[src/rtl/msbf_pkg.sv]
// Shared types, codes and default sizes for the message slot with backlog FIFO.
package msbf_pkg;

    localparam int SLOT_BYTES_DEF    = 64;
    localparam int BACKLOG_BYTES_DEF = 256;

    typedef enum logic [1:0] {
        ACT_ADD   = 2'd0,
        ACT_NEXT  = 2'd1,
        ACT_FLUSH = 2'd2,
        ACT_READ  = 2'd3
    } action_t;

    typedef enum logic [1:0] {
        ST_OK           = 2'd0,
        ST_TOO_LONG     = 2'd1,
        ST_BACKLOG_FULL = 2'd2
    } status_t;

    typedef enum logic [1:0] {
        TGT_SLOT      = 2'd0,
        TGT_BACKLOG   = 2'd1,
        TGT_DROP_LONG = 2'd2,
        TGT_DROP_FULL = 2'd3
    } target_t;

    typedef enum logic [3:0] {
        S_IDLE,
        S_ADD_HEAD,
        S_ADD_DATA,
        S_NEXT_SIZE,
        S_COPY_RD,
        S_COPY_WR,
        S_READ_WAIT,
        S_FINISH
    } state_t;

    typedef struct packed {
        action_t     action;
        logic [7:0]  msg_length;
        logic [7:0]  data_byte;
        logic [5:0]  read_index;
    } req_item_t;

    typedef struct packed {
        status_t     status;
        logic [7:0]  read_data;
        logic [6:0]  current_length;
        logic        message_ready;
        logic [8:0]  backlog_used;
    } rsp_item_t;

endpackage

[src/rtl/message_slot_with_backlog_fifo.sv]
// Top level: message slot with length-prefixed backlog FIFO and its sequencer.
//
// Requests enter on req_valid/req_ready with a req_item payload; one response
// per request leaves on rsp_valid/rsp_ready with a rsp_item payload.
// req_ready is high only while the sequencer is idle; one request is worked
// at a time. An add byte goes through S_ADD_HEAD and S_ADD_DATA (an ignored
// zero-length add skips S_ADD_DATA), a read through S_READ_WAIT; a flush, and
// a next that is ignored or clears the slot, go straight to S_FINISH. Any
// other next reads the popped length in S_NEXT_SIZE and copies n bytes (n at
// most SLOT_BYTES), S_COPY_RD then S_COPY_WR for each, as the single backlog
// read port feeds the single slot write port. req_ready rises at the edge that
// loads the response, so no request is accepted before that response is valid.
// The response sits in an output register; a new request is taken while it
// waits. When the receiver stalls, the next response holds in the finish
// state until the output register frees up.
// Reset clears the slot (valid bits), slot length, backlog pointers and
// count, and the message in progress; it takes effect at once, with no
// clearing pass. Backlog contents are not cleared and are only read once
// written.
module message_slot_with_backlog_fifo
    import msbf_pkg::*;
#(
    parameter int SLOT_BYTES    = SLOT_BYTES_DEF,
    parameter int BACKLOG_BYTES = BACKLOG_BYTES_DEF
) (
    input  logic      clk,
    input  logic      rst_n,
    input  logic      req_valid,
    output logic      req_ready,
    input  req_item_t req_item,
    output logic      rsp_valid,
    input  logic      rsp_ready,
    output rsp_item_t rsp_item
);

    localparam int SW = $clog2(SLOT_BYTES);
    localparam int LW = $clog2(SLOT_BYTES + 1);
    localparam int HW = $clog2(BACKLOG_BYTES);
    localparam int CW = $clog2(BACKLOG_BYTES + 1);
    localparam int MW = ((CW > 8) ? CW : 8) + 1;
    localparam int RW = (SW > 6) ? SW : 6;

    state_t          state_reg, state_next;
    logic [7:0]      len_reg, len_next;
    logic [7:0]      data_reg, data_next;
    logic [LW-1:0]   slot_length_reg, slot_length_next;
    logic [HW-1:0]   head_reg, head_next;
    logic [HW-1:0]   tail_reg, tail_next;
    logic [CW-1:0]   count_reg, count_next;
    logic [7:0]      bytes_seen_reg, bytes_seen_next;
    target_t         target_reg, target_next;
    logic [7:0]      latched_reg, latched_next;
    logic [SW-1:0]   copy_idx_reg, copy_idx_next;
    logic [LW-1:0]   copy_left_reg, copy_left_next;
    status_t         status_reg, status_next;
    logic [7:0]      rdata_reg, rdata_next;
    logic            ridx_ok_reg, ridx_ok_next;
    logic            rsp_valid_reg, rsp_valid_next;
    rsp_item_t       rsp_item_reg;

    logic            req_accept;
    logic            rsp_load;
    logic [HW-1:0]   head_inc;
    logic [HW-1:0]   tail_inc;
    logic            room_ok;
    logic            too_long;
    logic            seen_done;
    logic [MW-1:0]   pop_len;
    logic [MW-1:0]   pop_clamp;
    logic [RW-1:0]   ridx_ext;
    logic            ridx_ok;

    logic            slot_clear;
    logic            slot_we;
    logic [SW-1:0]   slot_waddr;
    logic [7:0]      slot_wdata;
    logic            slot_re;
    logic [7:0]      slot_rdata;
    logic            bl_we;
    logic [7:0]      bl_wdata;
    logic            bl_re;
    logic [7:0]      bl_rdata;

    msbf_slot_mem #(
        .SLOT_BYTES (SLOT_BYTES)
    ) u_slot (
        .clk   (clk),
        .rst_n (rst_n),
        .clear (slot_clear),
        .we    (slot_we),
        .waddr (slot_waddr),
        .wdata (slot_wdata),
        .re    (slot_re),
        .raddr (ridx_ext[SW-1:0]),
        .rdata (slot_rdata)
    );

    msbf_backlog_mem #(
        .BACKLOG_BYTES (BACKLOG_BYTES)
    ) u_backlog (
        .clk   (clk),
        .we    (bl_we),
        .waddr (tail_reg),
        .wdata (bl_wdata),
        .re    (bl_re),
        .raddr (head_reg),
        .rdata (bl_rdata)
    );

    assign req_ready  = (state_reg == S_IDLE);
    assign req_accept = req_valid && req_ready;

    assign head_inc = (head_reg == HW'(BACKLOG_BYTES - 1)) ? '0 : head_reg + 1'b1;
    assign tail_inc = (tail_reg == HW'(BACKLOG_BYTES - 1)) ? '0 : tail_reg + 1'b1;

    assign room_ok   = (MW'(count_reg) + MW'(len_reg) + MW'(1)) <= MW'(BACKLOG_BYTES);
    assign too_long  = MW'(len_reg) > MW'(SLOT_BYTES);
    assign seen_done = ({1'b0, bytes_seen_reg} + 9'd1) >= {1'b0, latched_reg};

    assign ridx_ext = RW'(req_item.read_index);
    assign ridx_ok  = MW'(req_item.read_index) < MW'(SLOT_BYTES);

    always_comb
    begin
        pop_len = MW'(bl_rdata);
        if (pop_len > MW'(SLOT_BYTES))
        begin
            pop_len = MW'(SLOT_BYTES);
        end
        pop_clamp = (pop_len > MW'(count_reg)) ? MW'(count_reg) : pop_len;
    end

    // next state
    always_comb
    begin
        state_next = state_reg;
        case (state_reg)
            S_IDLE:
            begin
                if (req_accept)
                begin
                    case (req_item.action)
                        ACT_ADD:   state_next = S_ADD_HEAD;
                        ACT_NEXT:  state_next = (bytes_seen_reg == 8'd0 && count_reg != '0)
                                                ? S_NEXT_SIZE : S_FINISH;
                        ACT_READ:  state_next = S_READ_WAIT;
                        default:   state_next = S_FINISH;
                    endcase
                end
            end
            S_ADD_HEAD:
            begin
                state_next = (bytes_seen_reg == 8'd0 && len_reg == 8'd0)
                             ? S_FINISH : S_ADD_DATA;
            end
            S_ADD_DATA:  state_next = S_FINISH;
            S_NEXT_SIZE: state_next = (pop_clamp == '0) ? S_FINISH : S_COPY_RD;
            S_COPY_RD:   state_next = S_COPY_WR;
            S_COPY_WR:   state_next = (copy_left_reg == LW'(1)) ? S_FINISH : S_COPY_RD;
            S_READ_WAIT: state_next = S_FINISH;
            S_FINISH:    state_next = (!rsp_valid_reg || rsp_ready) ? S_IDLE : S_FINISH;
            default:     state_next = S_IDLE;
        endcase
    end

    // datapath and memory control
    always_comb
    begin
        len_next         = len_reg;
        data_next        = data_reg;
        slot_length_next = slot_length_reg;
        head_next        = head_reg;
        tail_next        = tail_reg;
        count_next       = count_reg;
        bytes_seen_next  = bytes_seen_reg;
        target_next      = target_reg;
        latched_next     = latched_reg;
        copy_idx_next    = copy_idx_reg;
        copy_left_next   = copy_left_reg;
        status_next      = status_reg;
        rdata_next       = rdata_reg;
        ridx_ok_next     = ridx_ok_reg;
        slot_clear       = 1'b0;
        slot_we          = 1'b0;
        slot_waddr       = bytes_seen_reg[SW-1:0];
        slot_wdata       = data_reg;
        slot_re          = 1'b0;
        bl_we            = 1'b0;
        bl_wdata         = data_reg;
        bl_re            = 1'b0;
        rsp_load         = 1'b0;

        case (state_reg)
            S_IDLE:
            begin
                if (req_accept)
                begin
                    len_next     = req_item.msg_length;
                    data_next    = req_item.data_byte;
                    ridx_ok_next = ridx_ok;
                    status_next  = ST_OK;
                    rdata_next   = 8'd0;
                    case (req_item.action)
                        ACT_NEXT:
                        begin
                            if (bytes_seen_reg == 8'd0)
                            begin
                                if (count_reg != '0)
                                begin
                                    bl_re      = 1'b1;
                                    head_next  = head_inc;
                                    count_next = count_reg - 1'b1;
                                end
                                else
                                begin
                                    slot_length_next = '0;
                                    slot_clear       = 1'b1;
                                end
                            end
                        end
                        ACT_FLUSH:
                        begin
                            head_next        = '0;
                            tail_next        = '0;
                            count_next       = '0;
                            slot_length_next = '0;
                            slot_clear       = 1'b1;
                            bytes_seen_next  = 8'd0;
                            target_next      = TGT_SLOT;
                            latched_next     = 8'd0;
                        end
                        ACT_READ:
                        begin
                            slot_re = 1'b1;
                        end
                        default:
                        begin
                        end
                    endcase
                end
            end
            S_ADD_HEAD:
            begin
                if (bytes_seen_reg == 8'd0 && len_reg != 8'd0)
                begin
                    latched_next = len_reg;
                    if (too_long)
                    begin
                        target_next = TGT_DROP_LONG;
                    end
                    else if (slot_length_reg == '0)
                    begin
                        target_next = TGT_SLOT;
                    end
                    else if (room_ok)
                    begin
                        target_next = TGT_BACKLOG;
                        bl_we       = 1'b1;
                        bl_wdata    = len_reg;
                        tail_next   = tail_inc;
                        count_next  = count_reg + 1'b1;
                    end
                    else
                    begin
                        target_next = TGT_DROP_FULL;
                    end
                end
            end
            S_ADD_DATA:
            begin
                case (target_reg)
                    TGT_SLOT:
                    begin
                        slot_we = 1'b1;
                    end
                    TGT_BACKLOG:
                    begin
                        bl_we      = 1'b1;
                        tail_next  = tail_inc;
                        count_next = count_reg + 1'b1;
                    end
                    TGT_DROP_LONG: status_next = ST_TOO_LONG;
                    TGT_DROP_FULL: status_next = ST_BACKLOG_FULL;
                    default:       status_next = ST_OK;
                endcase
                bytes_seen_next = bytes_seen_reg + 8'd1;
                if (seen_done)
                begin
                    if (target_reg == TGT_SLOT)
                    begin
                        slot_length_next = LW'(latched_reg);
                    end
                    bytes_seen_next = 8'd0;
                end
            end
            S_NEXT_SIZE:
            begin
                slot_length_next = LW'(pop_clamp);
                copy_left_next   = LW'(pop_clamp);
                copy_idx_next    = '0;
            end
            S_COPY_RD:
            begin
                bl_re      = 1'b1;
                head_next  = head_inc;
                count_next = count_reg - 1'b1;
            end
            S_COPY_WR:
            begin
                slot_we        = 1'b1;
                slot_waddr     = copy_idx_reg;
                slot_wdata     = bl_rdata;
                copy_idx_next  = copy_idx_reg + 1'b1;
                copy_left_next = copy_left_reg - 1'b1;
            end
            S_READ_WAIT:
            begin
                rdata_next = ridx_ok_reg ? slot_rdata : 8'd0;
            end
            S_FINISH:
            begin
                rsp_load = !rsp_valid_reg || rsp_ready;
            end
            default:
            begin
            end
        endcase
    end

    always_comb
    begin
        if (rsp_load)
        begin
            rsp_valid_next = 1'b1;
        end
        else if (rsp_ready)
        begin
            rsp_valid_next = 1'b0;
        end
        else
        begin
            rsp_valid_next = rsp_valid_reg;
        end
    end

    always_ff @(posedge clk or negedge rst_n)
    begin
        if (!rst_n)
        begin
            state_reg       <= S_IDLE;
            slot_length_reg <= '0;
            head_reg        <= '0;
            tail_reg        <= '0;
            count_reg       <= '0;
            bytes_seen_reg  <= 8'd0;
            target_reg      <= TGT_SLOT;
            latched_reg     <= 8'd0;
            copy_idx_reg    <= '0;
            copy_left_reg   <= '0;
            rsp_valid_reg   <= 1'b0;
        end
        else
        begin
            state_reg       <= state_next;
            slot_length_reg <= slot_length_next;
            head_reg        <= head_next;
            tail_reg        <= tail_next;
            count_reg       <= count_next;
            bytes_seen_reg  <= bytes_seen_next;
            target_reg      <= target_next;
            latched_reg     <= latched_next;
            copy_idx_reg    <= copy_idx_next;
            copy_left_reg   <= copy_left_next;
            rsp_valid_reg   <= rsp_valid_next;
        end
    end

    always_ff @(posedge clk)
    begin
        len_reg     <= len_next;
        data_reg    <= data_next;
        status_reg  <= status_next;
        rdata_reg   <= rdata_next;
        ridx_ok_reg <= ridx_ok_next;
        if (rsp_load)
        begin
            rsp_item_reg.status         <= status_reg;
            rsp_item_reg.read_data      <= rdata_reg;
            rsp_item_reg.current_length <= 7'(slot_length_reg);
            rsp_item_reg.message_ready  <= (slot_length_reg != '0);
            rsp_item_reg.backlog_used   <= 9'(count_reg);
        end
    end

    assign rsp_valid = rsp_valid_reg;
    assign rsp_item  = rsp_item_reg;

    a_count_bound: assert property (@(posedge clk) disable iff (!rst_n)
        count_reg <= CW'(BACKLOG_BYTES))
        else $error("backlog count exceeds capacity");

    a_slot_len_bound: assert property (@(posedge clk) disable iff (!rst_n)
        slot_length_reg <= LW'(SLOT_BYTES))
        else $error("slot length exceeds slot size");

    a_empty_ptrs: assert property (@(posedge clk) disable iff (!rst_n)
        count_reg == '0 |-> head_reg == tail_reg)
        else $error("empty backlog with unequal pointers");

    a_rsp_from_finish: assert property (@(posedge clk) disable iff (!rst_n)
        $rose(rsp_valid_reg) |-> $past(state_reg == S_FINISH))
        else $error("response raised outside finish state");

    a_copy_left: assert property (@(posedge clk) disable iff (!rst_n)
        (state_reg == S_COPY_RD || state_reg == S_COPY_WR) |-> copy_left_reg != '0)
        else $error("copy loop running with nothing left");

endmodule

[src/rtl/msbf_slot_mem.sv]
// Current-message slot storage with per-entry valid bits that read as zero when clear.
module msbf_slot_mem
    import msbf_pkg::*;
#(
    parameter int SLOT_BYTES = SLOT_BYTES_DEF
) (
    input  logic                          clk,
    input  logic                          rst_n,
    input  logic                          clear,
    input  logic                          we,
    input  logic [$clog2(SLOT_BYTES)-1:0] waddr,
    input  logic [7:0]                    wdata,
    input  logic                          re,
    input  logic [$clog2(SLOT_BYTES)-1:0] raddr,
    output logic [7:0]                    rdata
);

    logic [7:0]            slot_mem_reg [SLOT_BYTES];
    logic [SLOT_BYTES-1:0] valid_reg;
    logic [7:0]            rdata_reg;

    always_ff @(posedge clk)
    begin
        if (we)
        begin
            slot_mem_reg[waddr] <= wdata;
        end
        if (re)
        begin
            rdata_reg <= valid_reg[raddr] ? slot_mem_reg[raddr] : 8'd0;
        end
    end

    always_ff @(posedge clk or negedge rst_n)
    begin
        if (!rst_n)
        begin
            valid_reg <= '0;
        end
        else if (clear)
        begin
            valid_reg <= '0;
        end
        else if (we)
        begin
            valid_reg[waddr] <= 1'b1;
        end
    end

    assign rdata = rdata_reg;

endmodule

[src/rtl/msbf_backlog_mem.sv]
// Backlog byte storage: one write port and one registered read port.
module msbf_backlog_mem
    import msbf_pkg::*;
#(
    parameter int BACKLOG_BYTES = BACKLOG_BYTES_DEF
) (
    input  logic                             clk,
    input  logic                             we,
    input  logic [$clog2(BACKLOG_BYTES)-1:0] waddr,
    input  logic [7:0]                       wdata,
    input  logic                             re,
    input  logic [$clog2(BACKLOG_BYTES)-1:0] raddr,
    output logic [7:0]                       rdata
);

    logic [7:0] backlog_mem_reg [BACKLOG_BYTES];
    logic [7:0] rdata_reg;

    always_ff @(posedge clk)
    begin
        if (we)
        begin
            backlog_mem_reg[waddr] <= wdata;
        end
        if (re)
        begin
            rdata_reg <= backlog_mem_reg[raddr];
        end
    end

    assign rdata = rdata_reg;

endmodule
[config.mk]
export PLATFORM = sky130hd
export DESIGN_NAME = message_slot_with_backlog_fifo
export DESIGN_NICKNAME = d
export VERILOG_FILES = /design/src/rtl/msbf_pkg.sv /design/src/rtl/message_slot_with_backlog_fifo.sv /design/src/rtl/msbf_slot_mem.sv /design/src/rtl/msbf_backlog_mem.sv
export SDC_FILE = /design/constraint.sdc
export NUM_CORES = 2
export LEC_CHECK = 0
export BUFFER_PORTS_ARGS = -buffer_cell sky130_fd_sc_hd__buf_4
export CORE_MARGIN = 3
export CORE_UTILIZATION = 40
export CTS_BUF_LIST = sky130_fd_sc_hd__clkbuf_2 sky130_fd_sc_hd__clkbuf_4 sky130_fd_sc_hd__clkbuf_8
export DETAILED_ROUTE_END_ITERATION = 16
export GPL_ROUTABILITY_DRIVEN = 0
export PLACE_DENSITY = 0.67
export SYNTH_ARGS = -nofsm -noshare
export SYNTH_HDL_FRONTEND = slang
export SYNTH_SLANG_ARGS = --single-unit
[constraint.sdc]
create_clock -name clk -period 6.6 [get_ports clk]
set_input_delay 0.33 -clock clk [delete_from_list [all_inputs] [get_ports clk]]
set_output_delay 0.33 -clock clk [all_outputs]
set_load 0.01 [all_outputs]
Word level (Yosys, flattened, before mapping)
Memory sizes are Yosys's and may differ from the RTL's. A register that Yosys moved wholly into a read port is not among the register bits.
Index checks and enable logic that the tools add are counted.
{ "classes": {"add_sub_neg": 10, "magnitude_cmp": 8, "n_eq_ne": 30, "n_mux": 101, "bitwise": 1, "reduce_logical": 38} }
{ "ops": {"columns": ["cell", "n"], "rows": [
  ["2-to-1 mux 8 bit", 22],
  ["2-to-1 mux 64 bit", 2],
  ["case mux 8 bit (2 select lines)", 5],
  ["2-to-1 mux 9 bit", 8],
  ["OR 64 bit", 1],
  ["case mux 9 bit (4 select lines)", 1],
  ["2-to-1 mux 7 bit", 5],
  ["case mux 4 bit (7 select lines)", 1],
  ["case mux 7 bit (2 select lines)", 2],
  ["2-to-1 mux 1 bit", 26],
  ["adder 8 x 1 -> 8 bit, second input constant", 3],
  ["case mux 8 bit (3 select lines)", 1],
  ["case mux 7 bit (3 select lines)", 1],
  ["2-to-1 mux 2 bit", 9],
  ["case mux 9 bit (2 select lines)", 1],
  ["== test 4 x 3 -> 1 bit, second input constant", 4],
  ["== test 8 bit, second input constant", 2],
  ["> comparator 8 x 7 -> 1 bit, second input constant", 2],
  ["zero test 8 bit", 2],
  ["< comparator 6 x 7 -> 1 bit, second input constant", 2],
  ["nonzero test 2 bit", 7],
  ["inequality test 2 bit, second input constant", 6],
  ["case mux 2 bit (2 select lines)", 3],
  ["case mux 6 bit (2 select lines)", 1],
  ["other kinds (47)", 71]
]} }
{ "word_totals": {"ff_bits": 185, "ram_bits": 2560, "inputBits": 28, "output_inout_bits": 29, "word_cells": 211, "n_memories": 2} }
{ "memory_table": {"columns": ["memory", "words", "word_bits", "rd", "rd_ports_with_merged_regs", "write_ports", "line", "source"], "rows": [
  ["u_backlog.backlog_mem_reg", 256, 8, 1, 1, 1, "msbf_backlog_mem.sv:16", "logic [7:0] backlog_mem_reg [BACKLOG_BYTES];"],
  ["u_slot.slot_mem_reg", 64, 8, 1, 1, 1, "msbf_slot_mem.sv:18", "logic [7:0] slot_mem_reg [SLOT_BYTES];"]
]} }

Logic depth before layout (Yosys ltp)
{ "logic_depth": {"ltp_word": 10, "ltp_mapped": 12, "depth_no_buf": 12} }

Cells and area by module
From an unflattened synthesis, not the netlist that was laid out.
{ "hier_totals": {"hier_cells": 5633, "area_unflattened_um2": 109394.9} }
{ "modules_own_cells": {"columns": ["mod", "n_inst", "cells_each", "area_per_inst_um2", "seq_area_each_um2"], "rows": [
  ["msbf_backlog_mem", 1, 3733, 79636.4, 61739.2],
  ["msbf_slot_mem", 1, 1166, 22738.1, 17216.5],
  ["message_slot_with_backlog_fifo", 1, 734, 7020.5, 3268.1]
]} }

Worst setup path before layout
OpenSTA, ideal clock, no wires.
{ "synth_path": {"path_type": "register to register", "from": "register count_reg[0]", "to": "memory u_backlog.backlog_mem_reg[0][7], data pin", "setup_ns": 0.869, "t_arrival_ns": 5.360, "t_required_ns": 5.731, "path_slack_ns": 0.371, "stages_incl_launch_ff": 10, "path_buffers": 0, "synth_period_minus_slack_ns": 6.229, "path_cell_list": "dfrtp_1 -> inv_1 -> ha_1 -> nand2b_1 -> a21oi_1 -> a2111oi_0 -> o32a_1 -> a21o_1 -> nand2_1 -> and2_1"} }
{ "synth_via": {"elab_chain_len": 8} }
{ "synth_lines": {"columns": ["element", "line", "source"], "rows": [
  ["from (decl)", "message_slot_with_backlog_fifo.sv:49", "logic [CW-1:0] count_reg, count_next;"],
  ["from (signal assigned)", "message_slot_with_backlog_fifo.sv:368", "count_reg <= count_next;"],
  ["adder 9 x 8 -> 10 bit", "message_slot_with_backlog_fifo.sv:116", "assign room_ok = (MW'(count_reg) + MW'(len_reg) + MW'(1)) <= MW'(BACKLOG_BYTES);"],
  ["adder 10 x 1 -> 10 bit", "message_slot_with_backlog_fifo.sv:116", null],
  ["<= comparator 10 x 9 -> 1 bit", "message_slot_with_backlog_fifo.sv:116", null],
  ["2-to-1 mux 8 bit", "message_slot_with_backlog_fifo.sv:255", "else if (room_ok)"],
  ["2-to-1 mux 8 bit", "message_slot_with_backlog_fifo.sv:251", "else if (slot_length_reg == '0)"],
  ["2-to-1 mux 8 bit", "message_slot_with_backlog_fifo.sv:247", "if (too_long)"],
  ["2-to-1 mux 8 bit", "message_slot_with_backlog_fifo.sv:244", "if (bytes_seen_reg == 8'd0 && len_reg != 8'd0)"],
  ["2-to-1 mux 8 bit", "message_slot_with_backlog_fifo.sv:193", "case (state_reg)"],
  ["net bl_wdata[7]", "message_slot_with_backlog_fifo.sv:80", "logic [7:0] bl_wdata;"],
  ["to (decl)", "msbf_backlog_mem.sv:16", null]
]} }
The timed path passes the listed nets, and every way through them passes these cells.

Worst setup path in the final report
{ "layout_path": {"from": "register count_reg[0]", "to": "memory u_backlog.backlog_mem_reg[35][7], data pin"} }
Same word-level chain as after synthesis.

==> results.toml <==
[routing]
postRouteAntennaNets = 0
routed_via_density = 5.89
drc = 0
drt_iter0_drc = 6853
dr.pass1.iters = 8
num_vias = 56500
finalWirelength_mm = 271
wl_per_cell_um = 28.2

[timing]
tightest_slew_ns = 1.32
fmax_mhz = 205
clock_skew_ns = 0.129
fin_crit_ns = 4.88
finalSetupViolCount = 0
maxSlewViolCount = 0
setup_tns_ns = 0
relSlewSlack_pct = 11.2
rsz0062_at_grt = "false"
period_share_pct = 73.9
hold_viol_final = 0

[clock_tree]
numCtsBuffers = 414
post-cts-setup-buffers = 0
cts_sinks = 2760
root_buffer = "clkbuf_8"
h-tree-depth = 5
cts_buffer_depth = 4
path_clk_slew_ns = 0.07
cts_tree = "built"
insertion_delay_ns = 1.02

[die]
die-area_um2 = 279000
initial_core_util_pct = 40.2
fp-row-count = 191
ioPinCount = 57
dieHeight_um = 528
core_area_um2 = 271000
fp.dieW_um = 528

[synthesis]
synth_nets = 5329
synth_area_um2 = 109000
synthArstFlopShare_pct = 4.75
ys_seq_elements = 2760
ys_types = 79
yosysSeqAreaShare_pct = 75.4
ys_warn_count = 0
syn_area_per_cell_um2 = 20.7
synth_edf_count = 2629
synth_flop_cell = "edfxtp_1"
synth_cells = 5259

[pwr]
irDropWorstVdd_v = 0.000287
p_leak_uw = 0.0389
powerDensity_nw_per_um2 = 368

[job]
maxCapViolations = 0

[global_routing]
grt_pass1_vias = 57400
grt.total_usage_pct = 19.2
grt_pass1_wl_mm = 398
antenna_found_initial = 7
grt_max_degree = 154
grt-ovfl-total = 0

[worst_setup_path]
cp-start-kind = "flip-flop"
cp_data_required_time_ns = 7.24
cp-end-kind = "flip-flop"
reg2reg_slack_ns = 1.72
crit_type = "reg -> reg"
crit_fanout = 72
reg2reg_to = "u_backlog.backlog_mem_reg[35][7]"
reg2regPathDepth = 10
r2r-start = "count_reg[0]"
worstPathArrival_ns = 5.52
crit_end = "u_backlog.backlog_mem_reg[35][7]"
startpoint = "count_reg[0]"

[placement]
dp_hpwl_mm = 161
dpl-instance-area_um2 = 115000
port_buffers = 56

[final_layout]
fin_area_um2 = 124000
nets = 5756
area_delta_synth_final_pct = 13.4
drive_gt1_share_pct = 30.6
largest_register_ffs = 2048

[worst_hold_path]
hp-class = "in -> reg"

[outcome]
status = "finished clean"
==> final cells by class <==
cell class	count	area, µm²
tap	3570	4470
antenna	8	20.0
clock inverter	166	966
sequential	2760	82200
multi-input combinational	2102	25600
inverter	39	146
timing repair buffer	369	3190
clock buffer	580	7060
fill	22400	147000
==> worst min-delay path by stage <==
stage	start	end	slack (ns)	cells past startpoint
2_1_floorplan	rst_n	bytes_seen_reg[0]	0.03	0
6_report	req_item[16]	len_reg[2]	0.09	2
5_1_grt	req_item[16]	len_reg[2]	0.05	2
3_3_place_gp	rst_n	slot_length_reg[0]	0.38	1
4_1_cts	req_item[5]	u_slot.rdata[0]	0.02	3
3_5_place_dp	rst_n	slot_length_reg[6]	0.39	1
==> critical path, stage by stage (launching register included) <==
cell and delay [ns]:
dfrtp_1 0.50, inv_1 0.16, ha_1 0.23, nand2b_1 0.19, a21oi_1 0.38, a2111oi_0 0.20
o32a_1 0.36, a21o_1 0.25, nand2_1 0.49, and2_4 0.83, buf_4 0.74
==> cells in the final DEF (no fill, tap or decap), types with 38 or more instances in the layout <==
master / netlist / final
edfxtp_1: 2629 / 2629
mux4_2: 716 / 716
clkbuf_8: 0 / 432
buf_4: 24 / 307
nor3_1: 168 / 168
clkbuf_4: 0 / 149
dfrtp_1: 131 / 127
nor2_1: 112 / 110
nand2_1: 118 / 104
a22oi_1: 97 / 97
clkinv_1: 0 / 86
a21oi_1: 78 / 78
nor4_1: 132 / 73
o21a_1: 67 / 67
a22o_1: 65 / 65
a221oi_1: 64 / 64
o21ai_0: 63 / 63
nor4_2: 0 / 59
clkinv_2: 0 / 56
nand3_1: 49 / 45
ha_1: 42 / 42
inv_1: 38 / 38
==> per-layer routing <==
metal | global-route usage [%] | part of all wire [%]
met1 | 26.5 | 39
met2 | 30.4 | 48
met3 | 4.40 | 9.9
met4 | 5.81 | 2.8
met5 | 0 | 0.0041
==> logic make-up (layout without fill, tap and decap cells) <==
group	Yosys count	in the layout	synth area share, %
flops	2760	2760	75.4
mux	756	756	15.2
simple gates	732	732	3.52
compound gates	564	564	3.69
buf+inv	397	1154	1.65
fa+ha+maj	42	42	0.482
xor+xnor	7	7	0.0562
other cells	1	9	0.00344
==> power breakdown <==
group	internal [µW]	total (µW)	switching (µW)
clock	7180	13600	6440
sequential	20300	20800	509
combinational	4370	11200	6810
total	31800	45600	13800
==> synthesized netlist by cell type (all sizes together) (3+ instances only) <==
cell type  number  area share, %
o211ai         13          0.090
or4             3          0.024
or2            20           0.11
o21ai          76           0.35
nor4          134           0.80
mux2i          24           0.22
nand3b         10          0.069
nor2          113           0.39
xnor2           4          0.032
a22o           65           0.52
a21o           13          0.090
buf           155           0.81
nand4          14          0.080
nand2b         23           0.13
nand3          50           0.23
a32o            3          0.028
nand2         118           0.41
edfxtp       2629             72
o2bb2ai         4          0.032
dfrtp         131            3.0
nor3          171           0.80
o21a           67           0.46
and3           11          0.063
o31ai           9          0.062
inv            39           0.13
a21oi          80           0.37
xor2            3          0.024
a22oi          97           0.67
a211oi          4          0.028
clkbuf        203           0.70
and2           19           0.11
o22ai          36           0.21
and4            4          0.032
ha             42           0.48
or3            10          0.062
mux4          716             15
a221oi         64           0.51
o221ai         12          0.096
nor2b          24           0.14
mux2           16           0.17
==> what timing repair did <==
item | 4_1_cts | 5_1_grt
resized for setup | 0 | 0
hold buffers | 34 | 0
setup endpoints to repair | 0 | 0
hold endpoints to repair | 111 | 0
==> through the flow <==
stage / utilization [%] / hold slack, ns / std cells / total power [µW] / setup slack (ns)
finish: 45.6 / 0.0916 / 9594 / 45600 / 1.72
global route: 45.6 / 0.0526 / 9589 / 47300 / 1.39
CTS: 45.6 / 0.0228 / 9585 / 45800 / 1.74
detailed placement: 42.5 / 0.395 / 8805 / 32300 / 1.85
global placement: 42.5 / 0.381 / 8805 / 32100 / 1.80
floorplan: - / 0.0344 / 5259 / 28200 / 0.371
Note: power is estimated with default switching activity, not from simulation.
